<file path="src/rtl/dofe_pkg.sv">
// Package for the DHCP option field extractor.
// Holds parser phase codes, stop status codes, option tag codes and the
// result record type. It depends on nothing else.
`default_nettype none

package dofe_pkg;

  // Parser phase codes.
  localparam logic [1:0] PH_TAG  = 2'd0;
  localparam logic [1:0] PH_LEN  = 2'd1;
  localparam logic [1:0] PH_VAL  = 2'd2;
  localparam logic [1:0] PH_HALT = 2'd3;

  // Stop status codes reported with each result.
  localparam logic [2:0] ST_EXHAUSTED = 3'd0;
  localparam logic [2:0] ST_END       = 3'd1;
  localparam logic [2:0] ST_TRUNC     = 3'd2;
  localparam logic [2:0] ST_OVERLONG  = 3'd3;
  localparam logic [2:0] ST_ITER      = 3'd4;

  // Option tags that the parser acts on.
  localparam logic [7:0] OPT_PAD     = 8'd0;
  localparam logic [7:0] OPT_SUBNET  = 8'd1;
  localparam logic [7:0] OPT_ROUTER  = 8'd3;
  localparam logic [7:0] OPT_DNS     = 8'd6;
  localparam logic [7:0] OPT_LEASE   = 8'd51;
  localparam logic [7:0] OPT_MSGTYPE = 8'd53;
  localparam logic [7:0] OPT_SERVER  = 8'd54;
  localparam logic [7:0] OPT_END     = 8'd255;

  // Length of an address-sized option value in bytes.
  localparam logic [7:0] ADDR_LEN = 8'd4;

  // One result beat as produced by the parser.
  typedef struct packed {
    logic [7:0]  message_code;
    logic [31:0] server_id;
    logic [31:0] netmask;
    logic [31:0] router_addr;
    logic [31:0] dns_addr;
    logic [31:0] lease_seconds;
    logic [2:0]  stop_status;
  } result_t;

endpackage

`default_nettype wire

</file>
<file path="src/rtl/dofe_parse.sv">
// Option record walker of the DHCP option field extractor.
// Holds the parse state and the captured fields, and forms the result
// for the final byte. Depends on dofe_pkg.
`default_nettype none

module dofe_parse #(
  parameter int MAX_ITERATIONS = 512
) (
  input  logic              clk,
  input  logic              rst,
  input  logic              step,
  input  logic [7:0]        opt_byte,
  input  logic              last,
  output dofe_pkg::result_t result
);
  import dofe_pkg::*;

  localparam int IterWidth = $clog2(MAX_ITERATIONS + 1);
  localparam logic [IterWidth-1:0] IterLimit = IterWidth'(MAX_ITERATIONS);

  logic [1:0]           phase, phase_next;
  logic [7:0]           cur_tag, cur_tag_next;
  logic [7:0]           cur_len, cur_len_next;
  logic [7:0]           value_index, value_index_next;
  logic [31:0]          pending_word, pending_word_next;
  logic [IterWidth-1:0] iter_count, iter_count_next;
  logic [2:0]           halt_code, halt_code_next;
  logic [7:0]           held_message_code, held_message_code_next;
  logic [31:0]          server_id, server_id_next;
  logic [31:0]          netmask, netmask_next;
  logic [31:0]          router_addr, router_addr_next;
  logic [31:0]          dns_addr, dns_addr_next;
  logic [31:0]          lease_seconds, lease_seconds_next;
  logic [7:0]           value_index_inc;
  logic                 commit;
  logic [7:0]           msg_byte;

  always_comb begin
    phase_next         = phase;
    cur_tag_next       = cur_tag;
    cur_len_next       = cur_len;
    value_index_next   = value_index;
    pending_word_next  = pending_word;
    iter_count_next    = iter_count;
    halt_code_next     = halt_code;
    commit             = 1'b0;
    value_index_inc    = value_index + 8'd1;

    unique case (phase)
      PH_TAG: begin
        if (iter_count >= IterLimit) begin
          phase_next     = PH_HALT;
          halt_code_next = ST_ITER;
        end else begin
          iter_count_next = iter_count + 1'b1;
          if (opt_byte == OPT_END) begin
            phase_next     = PH_HALT;
            halt_code_next = ST_END;
          end else if (opt_byte != OPT_PAD) begin
            cur_tag_next = opt_byte;
            if (last) begin
              phase_next     = PH_HALT;
              halt_code_next = ST_TRUNC;
            end else begin
              phase_next = PH_LEN;
            end
          end
        end
      end
      PH_LEN: begin
        cur_len_next      = opt_byte;
        value_index_next  = 8'd0;
        pending_word_next = 32'd0;
        if (opt_byte == 8'd0) begin
          phase_next = PH_TAG;
        end else if (last) begin
          phase_next     = PH_HALT;
          halt_code_next = ST_OVERLONG;
        end else begin
          phase_next = PH_VAL;
        end
      end
      PH_VAL: begin
        // Only the first four value bytes are kept.
        if (value_index < ADDR_LEN) begin
          pending_word_next = {pending_word[23:0], opt_byte};
        end
        value_index_next = value_index_inc;
        if (value_index_inc == cur_len) begin
          commit     = 1'b1;
          phase_next = PH_TAG;
        end else if (last) begin
          phase_next     = PH_HALT;
          halt_code_next = ST_OVERLONG;
        end
      end
      default: begin
        // Halted: bytes are ignored until the final one.
      end
    endcase
  end

  // The message type is the first value byte, which sits at the top of
  // however many bytes were gathered.
  always_comb begin
    case (cur_len)
      8'd1:    msg_byte = pending_word_next[7:0];
      8'd2:    msg_byte = pending_word_next[15:8];
      8'd3:    msg_byte = pending_word_next[23:16];
      default: msg_byte = pending_word_next[31:24];
    endcase
  end

  always_comb begin
    held_message_code_next = held_message_code;
    server_id_next         = server_id;
    netmask_next           = netmask;
    router_addr_next       = router_addr;
    dns_addr_next          = dns_addr;
    lease_seconds_next     = lease_seconds;
    if (commit) begin
      case (cur_tag)
        OPT_MSGTYPE: held_message_code_next = msg_byte;
        OPT_SERVER: begin
          if (cur_len == ADDR_LEN) server_id_next = pending_word_next;
        end
        OPT_SUBNET: begin
          if (cur_len == ADDR_LEN) netmask_next = pending_word_next;
        end
        OPT_ROUTER: begin
          if (cur_len >= ADDR_LEN) router_addr_next = pending_word_next;
        end
        OPT_DNS: begin
          if (cur_len >= ADDR_LEN) dns_addr_next = pending_word_next;
        end
        OPT_LEASE: begin
          if (cur_len == ADDR_LEN) lease_seconds_next = pending_word_next;
        end
        default: begin
        end
      endcase
    end
  end

  always_comb begin
    result.message_code  = held_message_code_next;
    result.server_id     = server_id_next;
    result.netmask       = netmask_next;
    result.router_addr   = router_addr_next;
    result.dns_addr      = dns_addr_next;
    result.lease_seconds = lease_seconds_next;
    result.stop_status   = (phase_next == PH_HALT) ? halt_code_next : ST_EXHAUSTED;
  end

  // The final byte of an area returns everything to the reset state.
  always_ff @(posedge clk) begin
    if (rst || (step && last)) begin
      phase             <= PH_TAG;
      cur_tag           <= 8'd0;
      cur_len           <= 8'd0;
      value_index       <= 8'd0;
      pending_word      <= 32'd0;
      iter_count        <= '0;
      halt_code         <= ST_EXHAUSTED;
      held_message_code <= 8'd0;
      server_id         <= 32'd0;
      netmask           <= 32'd0;
      router_addr       <= 32'd0;
      dns_addr          <= 32'd0;
      lease_seconds     <= 32'd0;
    end else if (step) begin
      phase             <= phase_next;
      cur_tag           <= cur_tag_next;
      cur_len           <= cur_len_next;
      value_index       <= value_index_next;
      pending_word      <= pending_word_next;
      iter_count        <= iter_count_next;
      halt_code         <= halt_code_next;
      held_message_code <= held_message_code_next;
      server_id         <= server_id_next;
      netmask           <= netmask_next;
      router_addr       <= router_addr_next;
      dns_addr          <= dns_addr_next;
      lease_seconds     <= lease_seconds_next;
    end
  end

  a_iter_bounded: assert property (@(posedge clk) disable iff (rst)
    iter_count <= IterLimit)
    else $error("iteration count ran past its limit");

  a_halt_code_set: assert property (@(posedge clk) disable iff (rst)
    (phase == PH_HALT) == (halt_code != ST_EXHAUSTED))
    else $error("halt code does not agree with the halted phase");

  a_clear_after_last: assert property (@(posedge clk) disable iff (rst)
    (step && last) |=> (phase == PH_TAG && iter_count == '0))
    else $error("parser not cleared after the final byte");

endmodule

`default_nettype wire

</file>
<file path="src/rtl/dofe_out.sv">
// Result register of the DHCP option field extractor.
// Holds one finished result until the consumer takes it. Depends on dofe_pkg.
`default_nettype none

module dofe_out (
  input  logic              clk,
  input  logic              rst,
  input  logic              load,
  input  dofe_pkg::result_t result,
  output logic              res_valid,
  input  logic              res_stall,
  output logic [7:0]        message_code,
  output logic [31:0]       server_id,
  output logic [31:0]       netmask,
  output logic [31:0]       router_addr,
  output logic [31:0]       dns_addr,
  output logic [31:0]       lease_seconds,
  output logic [2:0]        stop_status
);
  import dofe_pkg::*;

  result_t held;
  logic    res_valid_next;

  assign res_valid_next = load || (res_valid && res_stall);

  always_ff @(posedge clk) begin
    if (rst) begin
      res_valid <= 1'b0;
    end else begin
      res_valid <= res_valid_next;
    end
  end

  always_ff @(posedge clk) begin
    if (load) begin
      held <= result;
    end
  end

  assign message_code  = held.message_code;
  assign server_id     = held.server_id;
  assign netmask       = held.netmask;
  assign router_addr   = held.router_addr;
  assign dns_addr      = held.dns_addr;
  assign lease_seconds = held.lease_seconds;
  assign stop_status   = held.stop_status;

  a_no_overwrite: assert property (@(posedge clk) disable iff (rst)
    load |-> (!res_valid || !res_stall))
    else $error("result register loaded while a result is still held");

endmodule

`default_nettype wire

</file>
<file path="src/rtl/dhcp_option_field_extractor.sv">
// DHCP option field extractor, top level: input register, parser and result register.
// Path: a final beat goes through the input register and the parser into the result register.
// Throughput: one beat per cycle, held back only while a stalled result still
//   occupies the result register and the next final beat is waiting.
// Reset (rst, synchronous) empties both registers and clears the parser.
`default_nettype none

module dhcp_option_field_extractor #(
  parameter int MAX_ITERATIONS = 512
) (
  input  logic        clk,
  input  logic        rst,
  input  logic        opt_valid,
  output logic        opt_stall,
  input  logic [7:0]  opt_byte,
  input  logic        last,
  output logic        res_valid,
  input  logic        res_stall,
  output logic [7:0]  message_code,
  output logic [31:0] server_id,
  output logic [31:0] netmask,
  output logic [31:0] router_addr,
  output logic [31:0] dns_addr,
  output logic [31:0] lease_seconds,
  output logic [2:0]  stop_status
);
  import dofe_pkg::*;

  // Input register. Each accepted beat lands here and waits until it is
  // handed to the parser.
  logic       ib_valid;
  logic [7:0] ib_byte;
  logic       ib_last;

  // The beat in the input register moves on whenever it is not a final
  // beat that would overwrite a result still waiting downstream. Ordinary
  // bytes never wait, since they only update the parser state.
  logic    step;
  logic    take;
  result_t result;

  assign step      = ib_valid && !(ib_last && res_valid && res_stall);
  assign opt_stall = ib_valid && !step;
  assign take      = opt_valid && !opt_stall;

  always_ff @(posedge clk) begin
    if (rst) begin
      ib_valid <= 1'b0;
    end else if (take) begin
      ib_valid <= 1'b1;
    end else if (step) begin
      ib_valid <= 1'b0;
    end
  end

  always_ff @(posedge clk) begin
    if (take) begin
      ib_byte <= opt_byte;
      ib_last <= last;
    end
  end

  // The parser walks tag, length and value records; on a final beat it
  // also presents the finished result and clears itself.
  dofe_parse #(
    .MAX_ITERATIONS(MAX_ITERATIONS)
  ) u_parse (
    .clk      (clk),
    .rst      (rst),
    .step     (step),
    .opt_byte (ib_byte),
    .last     (ib_last),
    .result   (result)
  );

  // The result register frees the parser to start on the next area while
  // the previous result waits to be taken.
  dofe_out u_out (
    .clk           (clk),
    .rst           (rst),
    .load          (step && ib_last),
    .result        (result),
    .res_valid     (res_valid),
    .res_stall     (res_stall),
    .message_code  (message_code),
    .server_id     (server_id),
    .netmask       (netmask),
    .router_addr   (router_addr),
    .dns_addr      (dns_addr),
    .lease_seconds (lease_seconds),
    .stop_status   (stop_status)
  );

  a_final_gives_result: assert property (@(posedge clk) disable iff (rst)
    (step && ib_last) |=> res_valid)
    else $error("final beat did not produce a result");

  a_plain_byte_flows: assert property (@(posedge clk) disable iff (rst)
    (ib_valid && !ib_last) |-> step)
    else $error("a non-final beat was held in the input register");

endmodule

`default_nettype wire

</file>
<file path="config.mk">
export PLATFORM = sky130hd
export DESIGN_NAME = dhcp_option_field_extractor
export DESIGN_NICKNAME = d
export VERILOG_FILES = /design/src/rtl/dofe_pkg.sv /design/src/rtl/dofe_parse.sv /design/src/rtl/dofe_out.sv /design/src/rtl/dhcp_option_field_extractor.sv
export SDC_FILE = /design/constraint.sdc
export NUM_CORES = 1
export LEC_CHECK = 0
export BUFFER_PORTS_ARGS = -buffer_cell sky130_fd_sc_hd__buf_2
export CAP_MARGIN = 25
export CORE_ASPECT_RATIO = 1.2
export CORE_MARGIN = 2
export CORE_UTILIZATION = 25
export CTS_BUF_LIST = sky130_fd_sc_hd__clkbuf_4 sky130_fd_sc_hd__clkbuf_8 sky130_fd_sc_hd__clkbuf_16
export CTS_CLUSTER_DIAMETER = 80
export DETAILED_ROUTE_END_ITERATION = 10
export PLACE_DENSITY_LB_ADDON = 0.3
export SYNTH_ARGS = -nofsm -noshare
export SYNTH_HDL_FRONTEND = slang
export SYNTH_HIERARCHICAL = 1
export SYNTH_SLANG_ARGS = --single-unit
</file>
<file path="constraint.sdc">
create_clock -name clk -period 11.4 [get_ports clk]
set_clock_uncertainty 0.2 [all_clocks]
set_input_delay 0 -clock clk [delete_from_list [all_inputs] [get_ports clk]]
set_output_delay 0 -clock clk [all_outputs]
set_load 0.01 [all_outputs]
</file>
==> run_results.csv, run 1 <==
group,metric,value,unit
sta,drv_slew,0,
drt,initialDrtViolationCount,671,
synth,syn_inst,1542,
layout,layout-drive-gt1-share,0.2754,
die,fp-row-count,108,
sta,slew_headroom,0.1565,
sta,setup_ws,7236,ps
die,die_y,301.1,µm
placement,place_worst_setup_slack,7253,ps
critical_path,critical_path_class,"flip-flop to flip-flop",
layout,fillers,7350,
pwr,power.share.clock,0.470,
pwr,power.switching,0.7618,mW
synth,synth-seq-cells,421,
job,cap_violations,0,
placement,place_congestion,0.8513,
sta,finalCriticalPeriod,4164,ps
clocking,clk_path_buf_depth,3,
pwr,power_frac_comb,0.049,
synth,ys_warn_count,6,
placement,io_buffers,185,
clocking,cts.sinks,421,
sta,hold_viol_final,0,
run_status,status,"complete, no violations",
clocking,cts_setup_buffers,0,
critical_path,startpoint_type,"flip-flop",
synth,synth_flop_cell,"dfxtp_1",
die,dieArea,75740,µm²
synth,synthArstFlopShare,0,
layout,final_util,0.3022,
synth,ys_seq_area_frac,0.5563,
grt,grt_pass1_wl,79.74,mm
die,ios,186,
drt,firstDrtPassIters,5,
pwr,irDropWorstVdd,85.18,µV
clocking,cts_tree,"done",
synth,synth_edf_count,180,
sta,fin_crit_sh,0.3653,
pwr,p_seq_frac,0.482,
drt,drc_errors,0,
die,start_util,0.2534,
die,core_area,72560,µm²
pwr,total_power,3.332,mW
sta,fin_tns_setup,0,ps
clocking,clk_pin_slew,60,ps
grt,gr-total-overflow,0,
grt,grt_max_degree,170,
sta,worst_pin_slew,1265,ps
layout,final_net_count,1738,
critical_path,worst-path-max-fanout,32,
pwr,powerDensity,151.9,nW/µm²
drt,avgRoutedWirePerCell,19.86,µm
sta,fmax,240.2,MHz
clocking,clk_latency,570,ps
grt,grt_pass1_vias,12694,
hold_path,hold_class,"primary input to flip-flop",
die,die_width,251.6,µm
layout,diodes,0,
clocking,htreeDepth,2,
layout,area_growth,19.25,%
synth,syn_area,18390,µm²
grt,grt_usage,0.1381,
critical_path,worstPathArrival,4280,ps
pwr,p_sw_frac,0.2287,
sta,setup_viol,0,
drt,vias,12468,
pwr,leakagePower,9.225,nW
sta,rsz0062_at_grt,"no",
grt,antenna_found_initial,0,
synth,synth_area_per_cell,11.92,µm²
clocking,numCtsBuffers,46,
pwr,internal-power,2.570,mW
clocking,clock-root-buffer,"clkbuf_16",
drt,ant_nets,0,
drt,wirelength,53.39,mm
drt,viasPerCell,4.637,
critical_path,required,11520,ps
placement,dp_hpwl,33.60,mm
synth,synthesis.nets,1562,
sta,hold_slack,4.101,ps
synth,synth.distinct_cells,63,
critical_path,cp-end-kind,"flip-flop",
-- per-layer routing --
layer | vias to the layer above | routed length, µm | track usage
met3 | 99 | 2043 | 0.02123
met4 | 0 | 1818 | 0.05088
met1 | 6192 | 22380 | 0.1656
li1 | 5894 | - | -
met2 | 283 | 27150 | 0.2487
met5 | - | 0 | 0
-- registers in the layout (all words and copies together) (netlist names), 8 cells and up --
signal and flops:
u_out/netmask 32, u_parse/cur_tag 8, u_out/message_code 8, u_parse/iter_count 10, u_parse/netmask 32, u_out/lease_seconds 32
ib_byte 8, u_out/dns_addr 32, u_parse/server_id 32, u_parse/pending_word 32, u_parse/lease_seconds 32, u_parse/router_addr 32
u_parse/dns_addr 32, u_parse/cur_len 8, u_parse/held_message_code 8, u_out/server_id 32, u_out/router_addr 32, u_parse/value_index 8
-- worst paths after layout --
| kind | start | to | slack, ps | cells past startpoint |
|---|---|---|---|---|
| max | u_parse/phase[0] | u_out/server_id[18] | 7240 | 7 |
| min reg2reg | u_parse/server_id[17] | u_parse/server_id[17] | 260 | 2 |
| min | opt_byte[5] | ib_byte[5] | 4 | 2 |
| max reg2reg | u_parse/phase[0] | u_out/server_id[18] | 7240 | 7 |
-- worst max-delay path: stages, from the launching register on --
cell and delay (ps):
dfxtp_1 350, inv_1 130, ha_1 630, nor2b_1 330, nand4_1 240, nor4_4 570, nand3_4 860, mux2_4 580
-- what timing repair did --
item / 4_1_cts / 5_1_grt
gates resized for setup: 0 / 0
hold buffers: 21 / 0
hold endpoints to repair: 61 / 0
-- area by class of cell --
cell class	count	area [µm²]	area share
Clock buffer	63	1291	0.05889
Clock inverter	21	279.0	0.01272
Inverter	15	56.30	0.002568
Multi-Input combinational cell	1008	7600	0.3466
Sequential cell	421	10230	0.4665
Tap cell	935	1170	0.05335
Timing Repair Buffer	226	1301	0.05934
-- cells in the mapped netlist, types with 9 or more instances --
| cell | number | area share |
|---|---|---|
| xor2_1 | 9 | 0.0043 |
| nor3_1 | 39 | 0.011 |
| mux2_2 | 100 | 0.061 |
| clkbuf_1 | 50 | 0.010 |
| nand4_1 | 10 | 0.0034 |
| a21oi_1 | 67 | 0.018 |
| buf_2 | 18 | 0.0049 |
| mux2_4 | 60 | 0.049 |
| nand3_1 | 22 | 0.0060 |
| mux2i_1 | 205 | 0.11 |
| nor2_1 | 107 | 0.022 |
| o221ai_1 | 10 | 0.0048 |
| inv_1 | 15 | 0.0031 |
| o21ai_0 | 13 | 0.0035 |
| nand2_1 | 240 | 0.049 |
| edfxtp_1 | 180 | 0.29 |
| buf_6 | 15 | 0.0092 |
| dfxtp_1 | 241 | 0.26 |
-- kinds of logic after synthesis --
| logic type | synth area share |
|---|---|
| XOR/XNOR | 0.008098 |
| adder cells (fa/ha/maj) | 0.004763 |
| AND/OR/NAND/NOR | 0.1144 |
| buffers and inverters | 0.03293 |
| multiplexers | 0.2329 |
| AO/OA/AOI/OAI | 0.05063 |
| flip-flops | 0.5563 |
-- power by group through the flow --
stage	clock network (mW)	logic (mW)	registers (mW)
CTS	1.61	0.165	1.60
global placement	0	0.157	1.64
detailed placement	0	0.159	1.64
finish	1.56	0.163	1.60
floorplan	0	0.0998	1.64
global route	1.66	0.178	1.61
-- per-stage QoR --
stage               std cells  instance area [µm²]
detailed placement       2584                20150
global route             2689                21930
floorplan                1542                18390
CTS                      2689                21930
global placement         2583                20140
finish                   2689                21930
-- layout by cell type, fill, tap and decap left out, types with 39 or more instances in the layout --
| cell type | synthesis | routed |
|---|---|---|
| mux2_2 | 100 | 100 |
| nor2_1 | 107 | 106 |
| a21oi_1 | 67 | 65 |
| mux2i_1 | 205 | 205 |
| buf_2 | 18 | 185 |
| mux2_4 | 60 | 60 |
| dfxtp_1 | 241 | 241 |
| nand2_1 | 240 | 240 |
| edfxtp_1 | 180 | 180 |
| clkbuf_16 | 0 | 46 |
| nor3_1 | 39 | 39 |
No activity file was read; power rests on OpenSTA's default activity.
==> run 2, diff against run 1 <==
ABC_AREA = 1   (was not set)
clock period = 4.06 ns   (was 11.4 ns; I/O delays follow)
==> run_results.csv, run 2 <==
group,metric,value,unit
run_status,status,"complete, no violations",
sta,rsz0062_at_grt,"no",
grt,grt_usage,0.1485,
drt,drc_errors,0,
layout,fillers,9384,
clocking,clk_latency,600,ps
job,cap_violations,0,
grt,gr-total-overflow,0,
grt,antenna_found_initial,0,
synth,syn_area,21610,µm²
placement,dp_hpwl,44.74,mm
pwr,total_power,10.63,mW
layout,seq_area,10230,µm²
synth,synth.distinct_cells,31,
sta,worst_pin_slew,829.1,ps
synth,synth_edf_count,180,
placement,io_buffers,185,
layout,final_util,0.2983,
clocking,hold_buffers,25,
drt,wirelength,67.60,mm
synth,synthesis.nets,3037,
die,die_width,272.4,µm
critical_path,worst-path-max-fanout,120,
drt,initialDrtViolationCount,1548,
sta,setup_ws,905.6,ps
synth,synth-seq-cells,421,
synth,netlist_top_cells_area,"edfxtp_1 25%, dfxtp_1 22%, nand2_1 16%",
clocking,cts_setup_buffers,0,
critical_path,crit_path_top_delay_cell,"buf_12",
die,core_area,85930,µm²
synth,synth_common_cells,"898 x nand2_1, 436 x inv_1, 422 x o21ai_0",
critical_path,critical_path_class,"flip-flop to flip-flop",
layout,mostFrequentLayoutCells,"897 x nand2_1, 433 x inv_1, 422 x o21ai_0",
critical_path,worstPathArrival,3490,ps
die,die_y,326.1,µm
sta,finalCriticalPeriod,3154,ps
grt,grt_pass1_vias,17403,
layout,final_area,25630,µm²
drt,viasPerCell,4.544,
pwr,irDropWorstVdd,243.6,µV
die,dieArea,88820,µm²
critical_path,required,4400,ps
critical_path,cp-end-kind,"flip-flop",
layout,instances_no_fill,4310,
clocking,clk_pin_slew,70,ps
placement,place_congestion,0.8583,
clocking,cts_tree,"done",
synth,yosys.area.top_type,"edfxtp_1",
synth,synth_flop_cell,"dfxtp_1",
sta,slew_headroom,0.4430,
sta,hold_slack,261.1,ps
synth,netlist.area_leader.share,0.2501,
grt,grt_max_degree,121,
layout,final_net_count,3153,
clocking,clk_path_buf_depth,3,
placement,place_area,23720,µm²
critical_path,startpoint_type,"flip-flop",
synth,synth_area_per_cell,7.163,µm²
grt,grt_pass1_wl,103.6,mm
critical_path,rr_worst_depth,17,
sta,hold_viol_final,0,
clocking,clock-root-buffer,"clkbuf_16",
drt,firstDrtPassIters,5,
clocking,cts.sinks,421,
drt,avgRoutedWirePerCell,15.68,µm
hold_path,hold_depth,2,
clocking,htreeDepth,2,
critical_path,cp.depth,17,
layout,area_growth,18.61,%
die,start_util,0.2515,
clocking,cts_resized,0,
synth,yosysMostFrequentCell,"nand2_1",
layout,final_common_cell,"nand2_1",
synth,ys_seq_area_frac,0.4733,
sta,setup_viol,0,
critical_path,cp_common_cell,"nand2_1",
layout,layout-drive-gt1-share,0.1050,
sta,fin_tns_setup,0,ps
sta,fmax,317.0,MHz
synth,ys_warn_count,6,
sta,fin_crit_sh,0.7769,
critical_path,path_buf_inv,4,
synth,syn_inst,3017,
clocking,numCtsBuffers,47,
sta,drv_slew,0,
placement,placed_cells,4198,
placement,place_worst_setup_slack,923.8,ps
synth,synthArstFlopShare,0,
critical_path,crit_family,"simple AND/OR/NAND/NOR gates",
die,ios,186,
layout,diodes,0,
critical_path,path_cells,"ha_1 -> nand2_1 -> inv_1 -> nand2_1 -> nand2_1 -> nand3_1 -> nand2_1 -> nor2_2 -> nand3_4 -> nor2_8 -> buf_12 -> nand2_2 -> inv_1 -> nand2_1 -> nand3_1 -> nand2_1 -> inv_1",
drt,vias,19586,
pwr,powerDensity,414.6,nW/µm²
pwr,leakagePower,11.20,nW
hold_path,hold_class,"flip-flop to flip-flop",
layout,multi_input_area,9041,µm²
critical_path,max_stage_delay,370,ps
die,fp-row-count,118,
drt,ant_nets,0,
[run 2: cell types whose count changed after synthesis, moves of 46 or more]
cell	delta
a21oi_1	+171
clkbuf_1	+78
inv_1	+421
mux2_2	-100
mux2_4	-60
mux2i_1	-205
nand2_1	+658
nand3_1	+127
nand4_1	+89
nor2_1	-53
o21ai_0	+409
o21ai_1	+46
[run 2: cells by family (layout without fill, tap and decap cells)]
family                     after synthesis  count (layout)  synth area share
AOI/OAI and AO/OA                      742             742            0.1760
adders and majority gates                7               7          0.004052
buffers and inverters                  626             779            0.1113
DFF                                    421             421            0.4733
and+or+nand+nor                       1221            1221            0.2353
[run 2: final cells by class]
cell class / count / area share
clock buffers: 56 / 0.05081
flip-flops and latches: 421 / 0.3991
well taps: 1140 / 0.05564
inverters: 440 / 0.06511
multi-input cells: 1970 / 0.3527
repair buffers: 253 / 0.06365
clock inverters: 30 / 0.01303
[run 2: report_power, final]
| part | switching, mW | internal, mW |
|---|---|---|
| sequential | 0.0909 | 4.62 |
| clock | 1.88 | 2.69 |
| combinational | 0.942 | 0.402 |
| total | 2.91 | 7.71 |
[run 2: worst paths after layout]
path / start / end / slack [ps]
worst min register to register: u_parse/cur_tag[6] / u_parse/cur_tag[6] / 260
worst max-delay path: u_parse/value_index[0] / u_parse/held_message_code[1] / 910
worst max register to register: u_parse/value_index[0] / u_parse/held_message_code[1] / 910
worst min-delay path: u_parse/cur_tag[6] / u_parse/cur_tag[6] / 260
[run 2: worst register-to-register path: cells and delay by family (launching register included)]
kind	cells	cell delay [ps]
adder cells (fa/ha/maj)	1	240
buffers and inverters	4	740
flip-flops	1	340
AND/OR/NAND/NOR	12	1610
[run 2: metal layers]
layer,vias up,track usage,part of all wire,wire [µm]
met5,-,0,0,0
met4,0,0.05029,0.030,2047
met3,103,0.02514,0.046,3133
met2,393,0.2449,0.47,31780
met1,8981,0.1957,0.45,30630
li1,10109,-,-,-
